File: config.mk
export PLATFORM = sky130hd
export DESIGN_NAME = calendar_date_arithmetic
export DESIGN_NICKNAME = d
export VERILOG_FILES = /design/src/sv/cda_pkg.sv /design/src/sv/cda_ctrl.sv /design/src/sv/cda_datapath.sv /design/src/sv/calendar_date_arithmetic.sv
export SDC_FILE = /design/constraint.sdc
export NUM_CORES = 1
export LEC_CHECK = 0
export BUFFER_PORTS_ARGS = -buffer_cell sky130_fd_sc_hd__buf_2
export CAP_MARGIN = 25
export CORE_UTILIZATION = 40
export CTS_BUF_LIST = sky130_fd_sc_hd__clkbuf_8
export CTS_CLUSTER_DIAMETER = 60
export DETAILED_ROUTE_END_ITERATION = 7
export HOLD_SLACK_MARGIN = 0.06
export PLACE_DENSITY = 0.66
export SLEW_MARGIN = 30
export SYNTH_ARGS = -nofsm -noshare
export SYNTH_HDL_FRONTEND = slang
export SYNTH_HIERARCHICAL = 1
export SYNTH_SLANG_ARGS = --single-unit
export TNS_END_PERCENT = 30
File: constraint.sdc
create_clock -name clk -period 5.7 [get_ports clk]
set_clock_uncertainty 0.1 [all_clocks]
set_input_delay 1.14 -clock clk [delete_from_list [all_inputs] [get_ports clk]]
set_output_delay 1.14 -clock clk [all_outputs]
set_load 0.1 [all_outputs]
File: src/sv/cda_pkg.sv
package cda_pkg;

  localparam int unsigned YEAR_MAX_DEF = 9999;

  localparam logic [13:0] RESET_YEAR  = 14'd1998;
  localparam logic [3:0]  RESET_MONTH = 4'd12;
  localparam logic [4:0]  RESET_DAY   = 5'd30;

  localparam logic [2:0] CMD_LOAD       = 3'd0;
  localparam logic [2:0] CMD_NEXT_DAY   = 3'd1;
  localparam logic [2:0] CMD_PREV_DAY   = 3'd2;
  localparam logic [2:0] CMD_ADD_DAYS   = 3'd3;
  localparam logic [2:0] CMD_ADD_MONTHS = 3'd4;
  localparam logic [2:0] CMD_ADD_YEARS  = 3'd5;

  localparam logic [1:0] ST_OK       = 2'd0;
  localparam logic [1:0] ST_BAD_LOAD = 2'd1;
  localparam logic [1:0] ST_RANGE    = 2'd2;

  localparam logic [3:0] MONTHS_PER_YEAR = 4'd12;
  localparam logic [3:0] DEC             = 4'd12;
  localparam logic [4:0] DAYS_LONG_MONTH = 5'd31;

  // Reciprocal of 3 scaled by 2**16. The quotient is exact for dividends below 2**15.
  localparam logic [14:0] RECIP3 = 15'd21846;

  // Modular inverse of 25 modulo 2**14 and the largest quotient that fits in 14 bits.
  localparam logic [13:0] INV25     = 14'd7209;
  localparam logic [13:0] MAX_Q25   = 14'd655;

  typedef enum logic [3:0] {
    OP_IDLE,
    OP_LOAD_CHECK,
    OP_FWD,
    OP_BACK,
    OP_DAY_STEP,
    OP_DIV_STEP,
    OP_MONTH_YEAR,
    OP_YEAR_ADD,
    OP_CLAMP,
    OP_FINISH
  } dp_op_t;

  typedef struct packed {
    logic   start;
    logic   start_load;
    logic   start_div;
    dp_op_t op;
  } dp_cmd_t;

  typedef struct packed {
    logic cnt_zero;
    logic failed;
    logic out_busy;
  } dp_stat_t;

  // A year is a leap year when it is divisible by 4, except for multiples of 100
  // that are not multiples of 400. Divisibility by 25 uses a modular inverse.
  function automatic logic is_leap(input logic [13:0] y);
    logic [27:0] prod;
    logic        div25;
    prod  = 28'(y) * 28'(INV25);
    div25 = (prod[13:0] <= MAX_Q25);
    return (y[1:0] == 2'd0) && (!div25 || (y[3:0] == 4'd0));
  endfunction

  function automatic logic [4:0] month_days(input logic leap, input logic [3:0] m);
    logic [4:0] d;
    case (m) inside
      4'd1, 4'd3, 4'd5, 4'd7, 4'd8, 4'd10, 4'd12: d = 5'd31;
      4'd4, 4'd6, 4'd9, 4'd11:                    d = 5'd30;
      4'd2:                                      d = leap ? 5'd29 : 5'd28;
      default:                                   d = 5'd0;
    endcase
    return d;
  endfunction

endpackage

File: src/sv/cda_ctrl.sv
module cda_ctrl (
  input  logic               clk,
  input  logic               rst,
  input  logic               req_valid,
  output logic               req_stall,
  input  logic [2:0]         command,
  input  cda_pkg::dp_stat_t  stat,
  output cda_pkg::dp_cmd_t   cmd
);

  typedef enum logic [3:0] {
    S_IDLE,
    S_LOAD,
    S_FWD,
    S_BACK,
    S_DAYS,
    S_DIV,
    S_MADD,
    S_YADD,
    S_CLAMP,
    S_FIN
  } state_t;

  state_t state, state_next;

  assign req_stall = (state != S_IDLE);

  always_comb begin
    state_next     = state;
    cmd.start      = 1'b0;
    cmd.start_load = 1'b0;
    cmd.start_div  = 1'b0;
    cmd.op         = cda_pkg::OP_IDLE;
    case (state)
      S_IDLE: begin
        if (req_valid) begin
          cmd.start = 1'b1;
          case (command)
            cda_pkg::CMD_LOAD: begin
              cmd.start_load = 1'b1;
              state_next     = S_LOAD;
            end
            cda_pkg::CMD_NEXT_DAY:   state_next = S_FWD;
            cda_pkg::CMD_PREV_DAY:   state_next = S_BACK;
            cda_pkg::CMD_ADD_DAYS:   state_next = S_DAYS;
            cda_pkg::CMD_ADD_MONTHS: begin
              cmd.start_div = 1'b1;
              state_next    = S_DIV;
            end
            cda_pkg::CMD_ADD_YEARS:  state_next = S_YADD;
            default:                 state_next = S_FIN;
          endcase
        end
      end
      S_LOAD: begin
        cmd.op     = cda_pkg::OP_LOAD_CHECK;
        state_next = S_FIN;
      end
      S_FWD: begin
        cmd.op     = cda_pkg::OP_FWD;
        state_next = S_FIN;
      end
      S_BACK: begin
        cmd.op     = cda_pkg::OP_BACK;
        state_next = S_FIN;
      end
      S_DAYS: begin
        if (stat.cnt_zero || stat.failed) begin
          state_next = S_FIN;
        end else begin
          cmd.op = cda_pkg::OP_DAY_STEP;
        end
      end
      S_DIV: begin
        cmd.op     = cda_pkg::OP_DIV_STEP;
        state_next = S_MADD;
      end
      S_MADD: begin
        cmd.op     = cda_pkg::OP_MONTH_YEAR;
        state_next = S_CLAMP;
      end
      S_YADD: begin
        cmd.op     = cda_pkg::OP_YEAR_ADD;
        state_next = S_CLAMP;
      end
      S_CLAMP: begin
        cmd.op     = cda_pkg::OP_CLAMP;
        state_next = S_FIN;
      end
      S_FIN: begin
        if (!stat.out_busy) begin
          cmd.op     = cda_pkg::OP_FINISH;
          state_next = S_IDLE;
        end
      end
      default: state_next = S_IDLE;
    endcase
  end

  always_ff @(posedge clk) begin
    if (rst) begin
      state <= S_IDLE;
    end else begin
      state <= state_next;
    end
  end

endmodule

File: src/sv/cda_datapath.sv
module cda_datapath #(
  parameter int unsigned YEAR_MAX = cda_pkg::YEAR_MAX_DEF
) (
  input  logic              clk,
  input  logic              rst,
  input  cda_pkg::dp_cmd_t  cmd,
  output cda_pkg::dp_stat_t stat,
  input  logic [15:0]       amount,
  input  logic [13:0]       load_year,
  input  logic [3:0]        load_month,
  input  logic [4:0]        load_day,
  output logic              rsp_valid,
  input  logic              rsp_stall,
  output logic [13:0]       year_out,
  output logic [3:0]        month_out,
  output logic [4:0]        day_out,
  output logic [1:0]        status
);

  localparam logic [16:0] YMAX17 = 17'(YEAR_MAX);
  localparam logic [13:0] YMAX14 = 14'(YEAR_MAX);

  logic [13:0] year, wy;
  logic [3:0]  month, wm;
  logic [4:0]  day, wd;
  logic [15:0] cnt;
  logic [16:0] dq;
  logic [3:0]  rem;
  logic [1:0]  st;

  logic        leap_w;
  logic [4:0]  dim_cur, dim_prev;
  logic [13:0] fwd_y, back_y;
  logic [3:0]  fwd_m, back_m;
  logic [4:0]  fwd_d, back_d;
  logic        fwd_fail, back_fail, load_bad;
  logic [14:0] div_x, div_back;
  logic [29:0] div_prod;
  logic [13:0] div_q;
  logic [1:0]  div_r3;
  logic [16:0] ysum_months, ysum_years;

  assign leap_w   = cda_pkg::is_leap(wy);
  assign dim_cur  = cda_pkg::month_days(leap_w, wm);
  assign dim_prev = cda_pkg::month_days(leap_w, wm - 4'd1);

  always_comb begin
    fwd_y    = wy;
    fwd_m    = wm;
    fwd_d    = wd;
    fwd_fail = 1'b0;
    if (wd < dim_cur) begin
      fwd_d = wd + 5'd1;
    end else if (wm < cda_pkg::MONTHS_PER_YEAR) begin
      fwd_m = wm + 4'd1;
      fwd_d = 5'd1;
    end else if (wy >= YMAX14) begin
      fwd_fail = 1'b1;
    end else begin
      fwd_y = wy + 14'd1;
      fwd_m = 4'd1;
      fwd_d = 5'd1;
    end
  end

  always_comb begin
    back_y    = wy;
    back_m    = wm;
    back_d    = wd;
    back_fail = 1'b0;
    if (wd > 5'd1) begin
      back_d = wd - 5'd1;
    end else if (wm > 4'd1) begin
      back_m = wm - 4'd1;
      back_d = dim_prev;
    end else if (wy == 14'd0) begin
      back_fail = 1'b1;
    end else begin
      back_y = wy - 14'd1;
      back_m = cda_pkg::DEC;
      back_d = cda_pkg::DAYS_LONG_MONTH;
    end
  end

  assign load_bad = (wy > YMAX14) || (wd == 5'd0) || (wd > dim_cur);

  // The month total is divided by 4 with a shift and then by 3 with a reciprocal.
  assign div_x       = dq[16:2];
  assign div_prod    = 30'(div_x) * 30'(cda_pkg::RECIP3);
  assign div_q       = div_prod[29:16];
  assign div_back    = {1'b0, div_q} + {div_q, 1'b0};
  assign div_r3      = 2'(div_x - div_back);
  assign ysum_months = 17'(wy) + dq;
  assign ysum_years  = 17'(wy) + 17'(cnt);

  assign stat.cnt_zero = (cnt == 16'd0);
  assign stat.failed   = (st != cda_pkg::ST_OK);
  assign stat.out_busy = rsp_valid && rsp_stall;

  always_ff @(posedge clk) begin
    if (cmd.start) begin
      st  <= cda_pkg::ST_OK;
      cnt <= amount;
      if (cmd.start_load) begin
        wy <= load_year;
        wm <= load_month;
        wd <= load_day;
      end else begin
        wy <= year;
        wm <= month;
        wd <= day;
      end
      if (cmd.start_div) begin
        dq  <= 17'(month - 4'd1) + 17'(amount);
        rem <= 4'd0;
      end
    end else begin
      case (cmd.op)
        cda_pkg::OP_LOAD_CHECK: begin
          if (load_bad) begin
            st <= cda_pkg::ST_BAD_LOAD;
          end
        end
        cda_pkg::OP_FWD, cda_pkg::OP_DAY_STEP: begin
          cnt <= cnt - 16'd1;
          if (fwd_fail) begin
            st <= cda_pkg::ST_RANGE;
          end else begin
            wy <= fwd_y;
            wm <= fwd_m;
            wd <= fwd_d;
          end
        end
        cda_pkg::OP_BACK: begin
          if (back_fail) begin
            st <= cda_pkg::ST_RANGE;
          end else begin
            wy <= back_y;
            wm <= back_m;
            wd <= back_d;
          end
        end
        cda_pkg::OP_DIV_STEP: begin
          rem <= {div_r3, dq[1:0]};
          dq  <= {3'd0, div_q};
        end
        cda_pkg::OP_MONTH_YEAR: begin
          wm <= rem + 4'd1;
          if (ysum_months > YMAX17) begin
            st <= cda_pkg::ST_RANGE;
          end else begin
            wy <= ysum_months[13:0];
          end
        end
        cda_pkg::OP_YEAR_ADD: begin
          if (ysum_years > YMAX17) begin
            st <= cda_pkg::ST_RANGE;
          end else begin
            wy <= ysum_years[13:0];
          end
        end
        cda_pkg::OP_CLAMP: begin
          if (wd > dim_cur) begin
            wd <= dim_cur;
          end
        end
        default: begin
        end
      endcase
    end
  end

  always_ff @(posedge clk) begin
    if (cmd.op == cda_pkg::OP_FINISH) begin
      status <= st;
      if (st == cda_pkg::ST_OK) begin
        year_out  <= wy;
        month_out <= wm;
        day_out   <= wd;
      end else begin
        year_out  <= year;
        month_out <= month;
        day_out   <= day;
      end
    end
  end

  always_ff @(posedge clk) begin
    if (rst) begin
      year      <= cda_pkg::RESET_YEAR;
      month     <= cda_pkg::RESET_MONTH;
      day       <= cda_pkg::RESET_DAY;
      rsp_valid <= 1'b0;
    end else begin
      if (cmd.op == cda_pkg::OP_FINISH) begin
        rsp_valid <= 1'b1;
        if (st == cda_pkg::ST_OK) begin
          year  <= wy;
          month <= wm;
          day   <= wd;
        end
      end else if (!rsp_stall) begin
        rsp_valid <= 1'b0;
      end
    end
  end

endmodule

File: src/sv/calendar_date_arithmetic.sv
// Channel   Handshake              Payload
// request   req_valid, req_stall   command, amount, load_year, load_month, load_day
// response  rsp_valid, rsp_stall   year_out, month_out, day_out, status
//
// Load, next day and previous day run their own step; add years runs S_YADD, S_CLAMP;
// add months runs S_DIV, which splits the month total into years and months, S_MADD
// and S_CLAMP. Add days loops in S_DAYS, as the date advances by one day per cycle.
// A synchronous reset sets the date to 30 December 1998. A new request is taken while
// a response still waits; the following response waits for rsp_stall to drop.
module calendar_date_arithmetic #(
  parameter int unsigned YEAR_MAX = cda_pkg::YEAR_MAX_DEF
) (
  input  logic        clk,
  input  logic        rst,
  input  logic        req_valid,
  output logic        req_stall,
  input  logic [2:0]  command,
  input  logic [15:0] amount,
  input  logic [13:0] load_year,
  input  logic [3:0]  load_month,
  input  logic [4:0]  load_day,
  output logic        rsp_valid,
  input  logic        rsp_stall,
  output logic [13:0] year_out,
  output logic [3:0]  month_out,
  output logic [4:0]  day_out,
  output logic [1:0]  status
);

  cda_pkg::dp_cmd_t  cmd;
  cda_pkg::dp_stat_t stat;

  cda_ctrl u_ctrl (
    .clk       (clk),
    .rst       (rst),
    .req_valid (req_valid),
    .req_stall (req_stall),
    .command   (command),
    .stat      (stat),
    .cmd       (cmd)
  );

  cda_datapath #(
    .YEAR_MAX (YEAR_MAX)
  ) u_datapath (
    .clk        (clk),
    .rst        (rst),
    .cmd        (cmd),
    .stat       (stat),
    .amount     (amount),
    .load_year  (load_year),
    .load_month (load_month),
    .load_day   (load_day),
    .rsp_valid  (rsp_valid),
    .rsp_stall  (rsp_stall),
    .year_out   (year_out),
    .month_out  (month_out),
    .day_out    (day_out),
    .status     (status)
  );

endmodule
After elaboration in Yosys (flattened, before gate mapping)
Cells that the tools add are included.
{"block": "totals", "out_inout_bits": 27, "reg_bits": 115}
{"block": "classes", "eq_ne": 72, "reduce_logical": 36, "muxes": 80, "multipliers": 2, "add_sub_neg": 14, "order_cmp": 10}
{"op": "$mux W14", "n": 13}
{"op": "$mux W5", "n": 18}
{"op": "$mux W4", "n": 18}
{"op": "$eq A4 B3 Y1 const B", "n": 16}
{"op": "$eq A4 B4 Y1 const B", "n": 14}
{"op": "$pmux W14 S4", "n": 1}
{"op": "$mux W17", "n": 3}
{"op": "$pmux W4 S6", "n": 2}
{"op": "$pmux W4 S9", "n": 1}
{"op": "$gt A17 B14 Y1 const B", "n": 2}
{"op": "$eq A4 B2 Y1 const B", "n": 8}
{"op": "$mux W16", "n": 2}
{"op": "$ne A3 B3 Y1 const B", "n": 10}
{"op": "$mul A15 B14 Y29 const B", "n": 1}
{"op": "$add A14 B16 Y17", "n": 1}
{"op": "$add A14 B17 Y17", "n": 1}
{"op": "$add A17 B16 Y17", "n": 1}
{"op": "$eq A4 B1 Y1 const B", "n": 4}
{"op": "$logic_not A16 Y1", "n": 1}
{"op": "$sub A16 B1 Y16 const B", "n": 1}
{"op": "$pmux W5 S3", "n": 1}
{"op": "$add A14 B1 Y14 const B", "n": 1}
{"op": "$ge A14 B14 Y1 const B", "n": 1}
{"op": "$gt A14 B14 Y1 const B", "n": 1}
{"op": "47 further kinds", "n": 92}

Longest topological paths before layout
{"block": "depth", "depth_word": 14, "depth_mapped": 26, "mapped_depth_nobuf": 26}

Cells and area by module
Netlist, hierarchy kept.
{"mod": "cda_datapath", "n_inst": 1, "area_per_inst_um2": 13456.7, "seq_area_each_um2": 3072.9, "cells_per_inst": 1469}
{"mod": "cda_ctrl", "n_inst": 1, "area_per_inst_um2": 360.3, "seq_area_each_um2": 80.1, "cells_per_inst": 49}

Least setup slack after synthesis
Ideal clock, no wire load.
{"block": "synth_timing", "kind": "register to register", "startpoint": "register u_datapath.wy[1]", "endpoint": "register u_datapath.wy[0], enable pin", "setup_time_ns": 0.357, "n_path_buf": 0, "path_stages_with_launch": 23, "synth_period_minus_slack_ns": 5.831, "required_time_ns": 5.243, "slack_ns": -0.131, "arrival_time_ns": 5.375, "path_cell_list": "edfxtp_1 > fa_1 > ha_1 > ha_1 > inv_1 > fa_1 > fa_1 > inv_1 > ha_1 > nand2b_1 > a21oi_1 > a2111o_1 > o41a_1 > nand2b_1 > a21oi_1 > ha_1 > inv_1 > a21oi_1 > o21a_1 > inv_1 > nor3_1 > nor4_1 > a21o_1"}
{"block": "synth_via", "elab_chain_len": 13}
{"element": "start: declaration", "line_no": "cda_datapath.sv:23", "source": "logic [13:0] year, wy;"}
{"element": "start signal: assignment", "line_no": "cda_datapath.sv:105", "source": "wy <= load_year;"}
{"element": "start signal: assignment", "line_no": "cda_datapath.sv:109", "source": "wy <= year;"}
{"element": "start signal: assignment", "line_no": "cda_datapath.sv:129", "source": "wy <= fwd_y;"}
{"element": "$mul A14 B13 Y14", "line_no": "cda_pkg.sv:62", "source": "prod = 28'(y) * 28'(INV25);"}
{"element": "$le A14 B10 Y1", "line_no": "cda_pkg.sv:63", "source": "div25 = (prod[13:0] <= MAX_Q25);"}
{"element": "$logic_not A1 Y1", "line_no": "cda_pkg.sv:64", "source": "return (y[1:0] == 2'd0) && (!div25 || (y[3:0] == 4'd0));"}
{"element": "$logic_or A1 B1 Y1", "line_no": "cda_pkg.sv:64"}
{"element": "$logic_and A1 B1 Y1", "line_no": "cda_pkg.sv:64"}
{"element": "$mux W1", "line_no": "cda_pkg.sv:72", "source": "4'd2: d = leap ? 5'd29 : 5'd28;"}
{"element": "$mux W5 (3 in a row)", "line_no": "cda_pkg.sv:69", "source": "case (m) inside"}
{"element": "$lt A5 B5 Y1", "line_no": "cda_datapath.sv:52", "source": "if (wd < dim_cur) begin"}
{"element": "$mux W1", "line_no": "cda_datapath.sv:52"}
{"element": "$ne A3 B3 Y1 (no line)"}
{"element": "$reduce_and A11 Y1 (no line) *"}
Every way passes the cells marked *; elsewhere a longest branch is shown, timed or not.
A chain may end at the register's enable or synchronous reset.

Final worst setup path
{"block": "layout_timing", "startpoint": "register u_datapath.wy[1]", "endpoint": "register u_datapath.st[1]"}
{"block": "layout_via", "elab_chain_len": 13}
{"element": "$mul A14 B13 Y14", "line_no": "cda_pkg.sv:62"}
{"element": "$le A14 B10 Y1", "line_no": "cda_pkg.sv:63"}
{"element": "$logic_not A1 Y1", "line_no": "cda_pkg.sv:64"}
{"element": "$logic_or A1 B1 Y1", "line_no": "cda_pkg.sv:64"}
{"element": "$logic_and A1 B1 Y1", "line_no": "cda_pkg.sv:64"}
{"element": "$mux W1", "line_no": "cda_pkg.sv:72"}
{"element": "$mux W5 (3 in a row)", "line_no": "cda_pkg.sv:69"}
{"element": "$lt A5 B5 Y1 / $gt A5 B5 Y1 (equally long branches)", "line_no": "cda_datapath.sv:52, cda_datapath.sv:85"}
{"element": "$mux W1 / $logic_or A1 B1 Y1 (equally long branches)", "line_no": "cda_datapath.sv:52, cda_datapath.sv:85"}
{"element": "$ne A2 B1 Y1 (no line)"}
{"element": "$reduce_and A6 Y1 (no line) *"}
{"element": "end signal: assignment", "line_no": "cda_datapath.sv:102", "source": "st <= cda_pkg::ST_OK;"}
{"element": "end signal: assignment", "line_no": "cda_datapath.sv:121", "source": "st <= cda_pkg::ST_BAD_LOAD;"}
{"element": "end signal: assignment", "line_no": "cda_datapath.sv:127", "source": "st <= cda_pkg::ST_RANGE;"}
{"element": "end: declaration", "line_no": "cda_datapath.sv:29", "source": "logic [1:0] st;"}
Marks and branches as above.

==> flow_metrics.env <==
export IMPL_clock_path_buffers=2
export IMPL_synth_fp_nets=1852
export IMPL_synth_warnings=6
export IMPL_violations="setup timing"
export IMPL_clk_latency_ns=0.48
export IMPL_antenna_found_initial=0
export IMPL_hold_depth=2
export IMPL_avgSynthCellArea_um2=9.10
export IMPL_grt_pass1_wl_um=60300
export IMPL_fmax_mhz=172
export IMPL_period_minus_slack_ns=5.81
export IMPL_antenna_left=0
export IMPL_drc=0
export IMPL_fp_dieW_um=188
export IMPL_met2_length_um=17000
export IMPL_fin_nets=2003
export IMPL_num_vias=11738
export IMPL_r2r_start="u_datapath/wy[1]"
export IMPL_ys_ff_latch=115
export IMPL_start_kind="flop"
export IMPL_critical_path_top_delay_family="adder cells"
export IMPL_async_flop_share=0
export IMPL_wl_per_cell_um=17.7
export IMPL_grt_max_degree=63
export IMPL_yosysUniqueCellTypes=86
export IMPL_clkTransAtPathRegs_ns=0.09
export IMPL_top_layer_used="met4"
export IMPL_arrival_ns=6.03
export IMPL_setup_viol=25
export IMPL_finalMaxSlewViolations=0
export IMPL_finalHoldViolCount=0
export IMPL_cpPeakStageDelay_ns=0.51
export IMPL_gr_usage_all_layers=0.217
export IMPL_dp_hpwl_um=30200
export IMPL_ios=73
export IMPL_pre_cts_ws_ns=-0.251
export IMPL_synth_area_leaders="ha_1 (19%), edfxtp_1 (18%), fa_1 (11%), inv_1 (4.8%), xnor2_1 (4.4%)"
export IMPL_htreeDepth=4
export IMPL_relSlewSlack=0.420
export IMPL_hold_end="u_datapath/rsp_valid"
export IMPL_cap_viol_max_count=0
export IMPL_reg2reg_to="u_datapath/st[1]"
export IMPL_tightest_slew_ns=0.869
export IMPL_drive_gt1_frac=0.180
export IMPL_hp_class="reg2reg"
export IMPL_vias_per_cell=5.51
export IMPL_critPathMaxFanout=5
export IMPL_multiInputGateArea_um2=10100
export IMPL_hold_buffers=0
export IMPL_syn_to_final_growth_pct=16.0
export IMPL_fin_util=0.475
export IMPL_die_height_um=188
export IMPL_first_pass_iters=7
export IMPL_min_from="u_datapath/rsp_valid"
export IMPL_route_layer_met1_wl_um=17600
export IMPL_num_rows=67
export IMPL_critPathKind="reg2reg"
export IMPL_synth_top_cell_by_area="ha_1"
export IMPL_endpoint_kind="flop"
export IMPL_rsz0062_at_grt="yes"
export IMPL_yosysTopAreaCellShare=0.190
export IMPL_setup_ws_ns=-0.114
export IMPL_ys_flop_type="edfxtp_1"
export IMPL_wirelength_um=37700
export IMPL_post_route_period_util=1.02
export IMPL_regArea_um2=3150
export IMPL_start_util=0.409
export IMPL_postSynthCellCount=1518
export IMPL_required_ns=5.92
export IMPL_clkSinkCount=115
export IMPL_n_antenna_cell=0
export IMPL_path_buf_inv=3
export IMPL_grt_overflow=0
export IMPL_dieArea_um2=35300
export IMPL_layout_common_cells="ha_1 (198), inv_1 (171), nand2_1 (124)"
export IMPL_r2r_slack_ns=-0.11
export IMPL_port_buffers=72
export IMPL_ff2ff_path_depth=26
export IMPL_coreArea_um2=33800
export IMPL_nFillCells=3203
export IMPL_outcome="complete, but fails checks"
export IMPL_drt_iter0_markers=806
export IMPL_cts_tree="yes"
export IMPL_netlist_area_um2=13800
export IMPL_grt_pass1_vias=11446
export IMPL_final_common_cell="ha_1"
export IMPL_cp_slowest_cell="fa_1"
export IMPL_seq_area_frac_synth=0.228
export IMPL_clockRootBuffer="clkbuf_8"
export IMPL_wl_met3_um=2270
export IMPL_synth_edf_count=85
export IMPL_gp_congestion=0.903
export IMPL_cts_made_buffers=17
[metal layers]
layer,vias up,global-route usage
met5,-,0
met4,0,0.0616
met3,44,0.0299
met2,359,0.347
met1,5645,0.305
li1,5690,-
[state kept, by name, summed over array words and instances, names as in the netlist, 4 cells and up]
signal,flops
u_ctrl/state,4
u_datapath/cnt,16
u_datapath/day,5
u_datapath/day_out,5
u_datapath/dq,17
u_datapath/month,4
u_datapath/month_out,4
u_datapath/rem,4
u_datapath/wd,5
u_datapath/wm,4
u_datapath/wy,14
u_datapath/year,14
u_datapath/year_out,14
[synth_stat cells, drive strengths merged (36+ instances only)]
master and instances:
fa 78, nand2 125, ha 210, xnor2 70
a21oi 89, o21ai 73, clkbuf 38, nor3 50
edfxtp 85, inv 177, nor2 94, xor2 36
[cells by family (layout without fill, tap and decap cells)]
logic type / count (synthesis) / after routing / share of synthesized area
and+or+nand+nor: 415 / 415 / 0.149
muxes: 49 / 49 / 0.0372
buffers and inverters: 224 / 388 / 0.0647
adders and majority gates: 288 / 288 / 0.303
AOI/OAI and AO/OA: 321 / 321 / 0.151
DFF: 115 / 115 / 0.228
xor gates and xnor gates: 106 / 106 / 0.0672
[worst register-to-register path, cell delays in order (launching register included)]
cell	delay, ns
edfxtp_1	0.44
fa_1	0.50
ha_1	0.31
ha_1	0.30
inv_2	0.04
fa_1	0.47
fa_1	0.51
inv_2	0.05
ha_4	0.27
o21a_1	0.13
nor2_2	0.04
xnor2_1	0.17
xnor2_1	0.15
xnor2_1	0.10
o41a_1	0.47
nand2b_1	0.11
a21oi_2	0.06
ha_2	0.18
inv_2	0.05
a21oi_2	0.04
o21a_2	0.26
nor2_4	0.11
a2111oi_4	0.04
or3_4	0.41
o21ai_2	0.17
and2b_1	0.15
a221oi_2	0.06
[layout make-up]
cell class              count  share of cell area
flip-flops and latches    115               0.197
clock buffers              17              0.0146
clock inverters            15              0.0107
multi-input cells        1179               0.628
well taps                 448              0.0350
inverters                 178              0.0418
repair buffers            178              0.0738
[worst max path at each step]
stage,depth (start not counted),end,startpoint,slack (ns)
after floorplan,18,u_datapath/dq[13],u_datapath/dq[3],0.04
after global placement,24,u_datapath/rem[3],u_datapath/dq[4],-0.15
after detailed placement,23,u_datapath/rem[3],u_datapath/dq[4],-0.25
after CTS,25,u_datapath/wy[5],u_datapath/wy[0],-0.08
after global routing,24,u_datapath/rem[3],u_datapath/dq[6],-0.34
final,26,u_datapath/st[1],u_datapath/wy[1],-0.11
[through the flow]
stage                     cell area, um2  hold slack [ns]  TNS, ns  cells
final                              16000            0.381    -1.40   2130
after global routing               16000            0.422    -8.88   2130
after CTS                          15900            0.388    -1.25   2125
after detailed placement           15200            0.375    -4.24   2083
after global placement             15200            0.370    -2.23   2083
after floorplan                    13800            0.325        0   1518
[timing repair]
action / in CTS / in global routing
setup endpoints to repair: 37 / 44
pin swaps: 30 / 36
resized for setup: 27 / 32
buffers inserted: 10 / 5
Power is left out: the tool's default activity adds up to more than one toggle a clock period on the data nets, which glitch-free logic cannot reach.
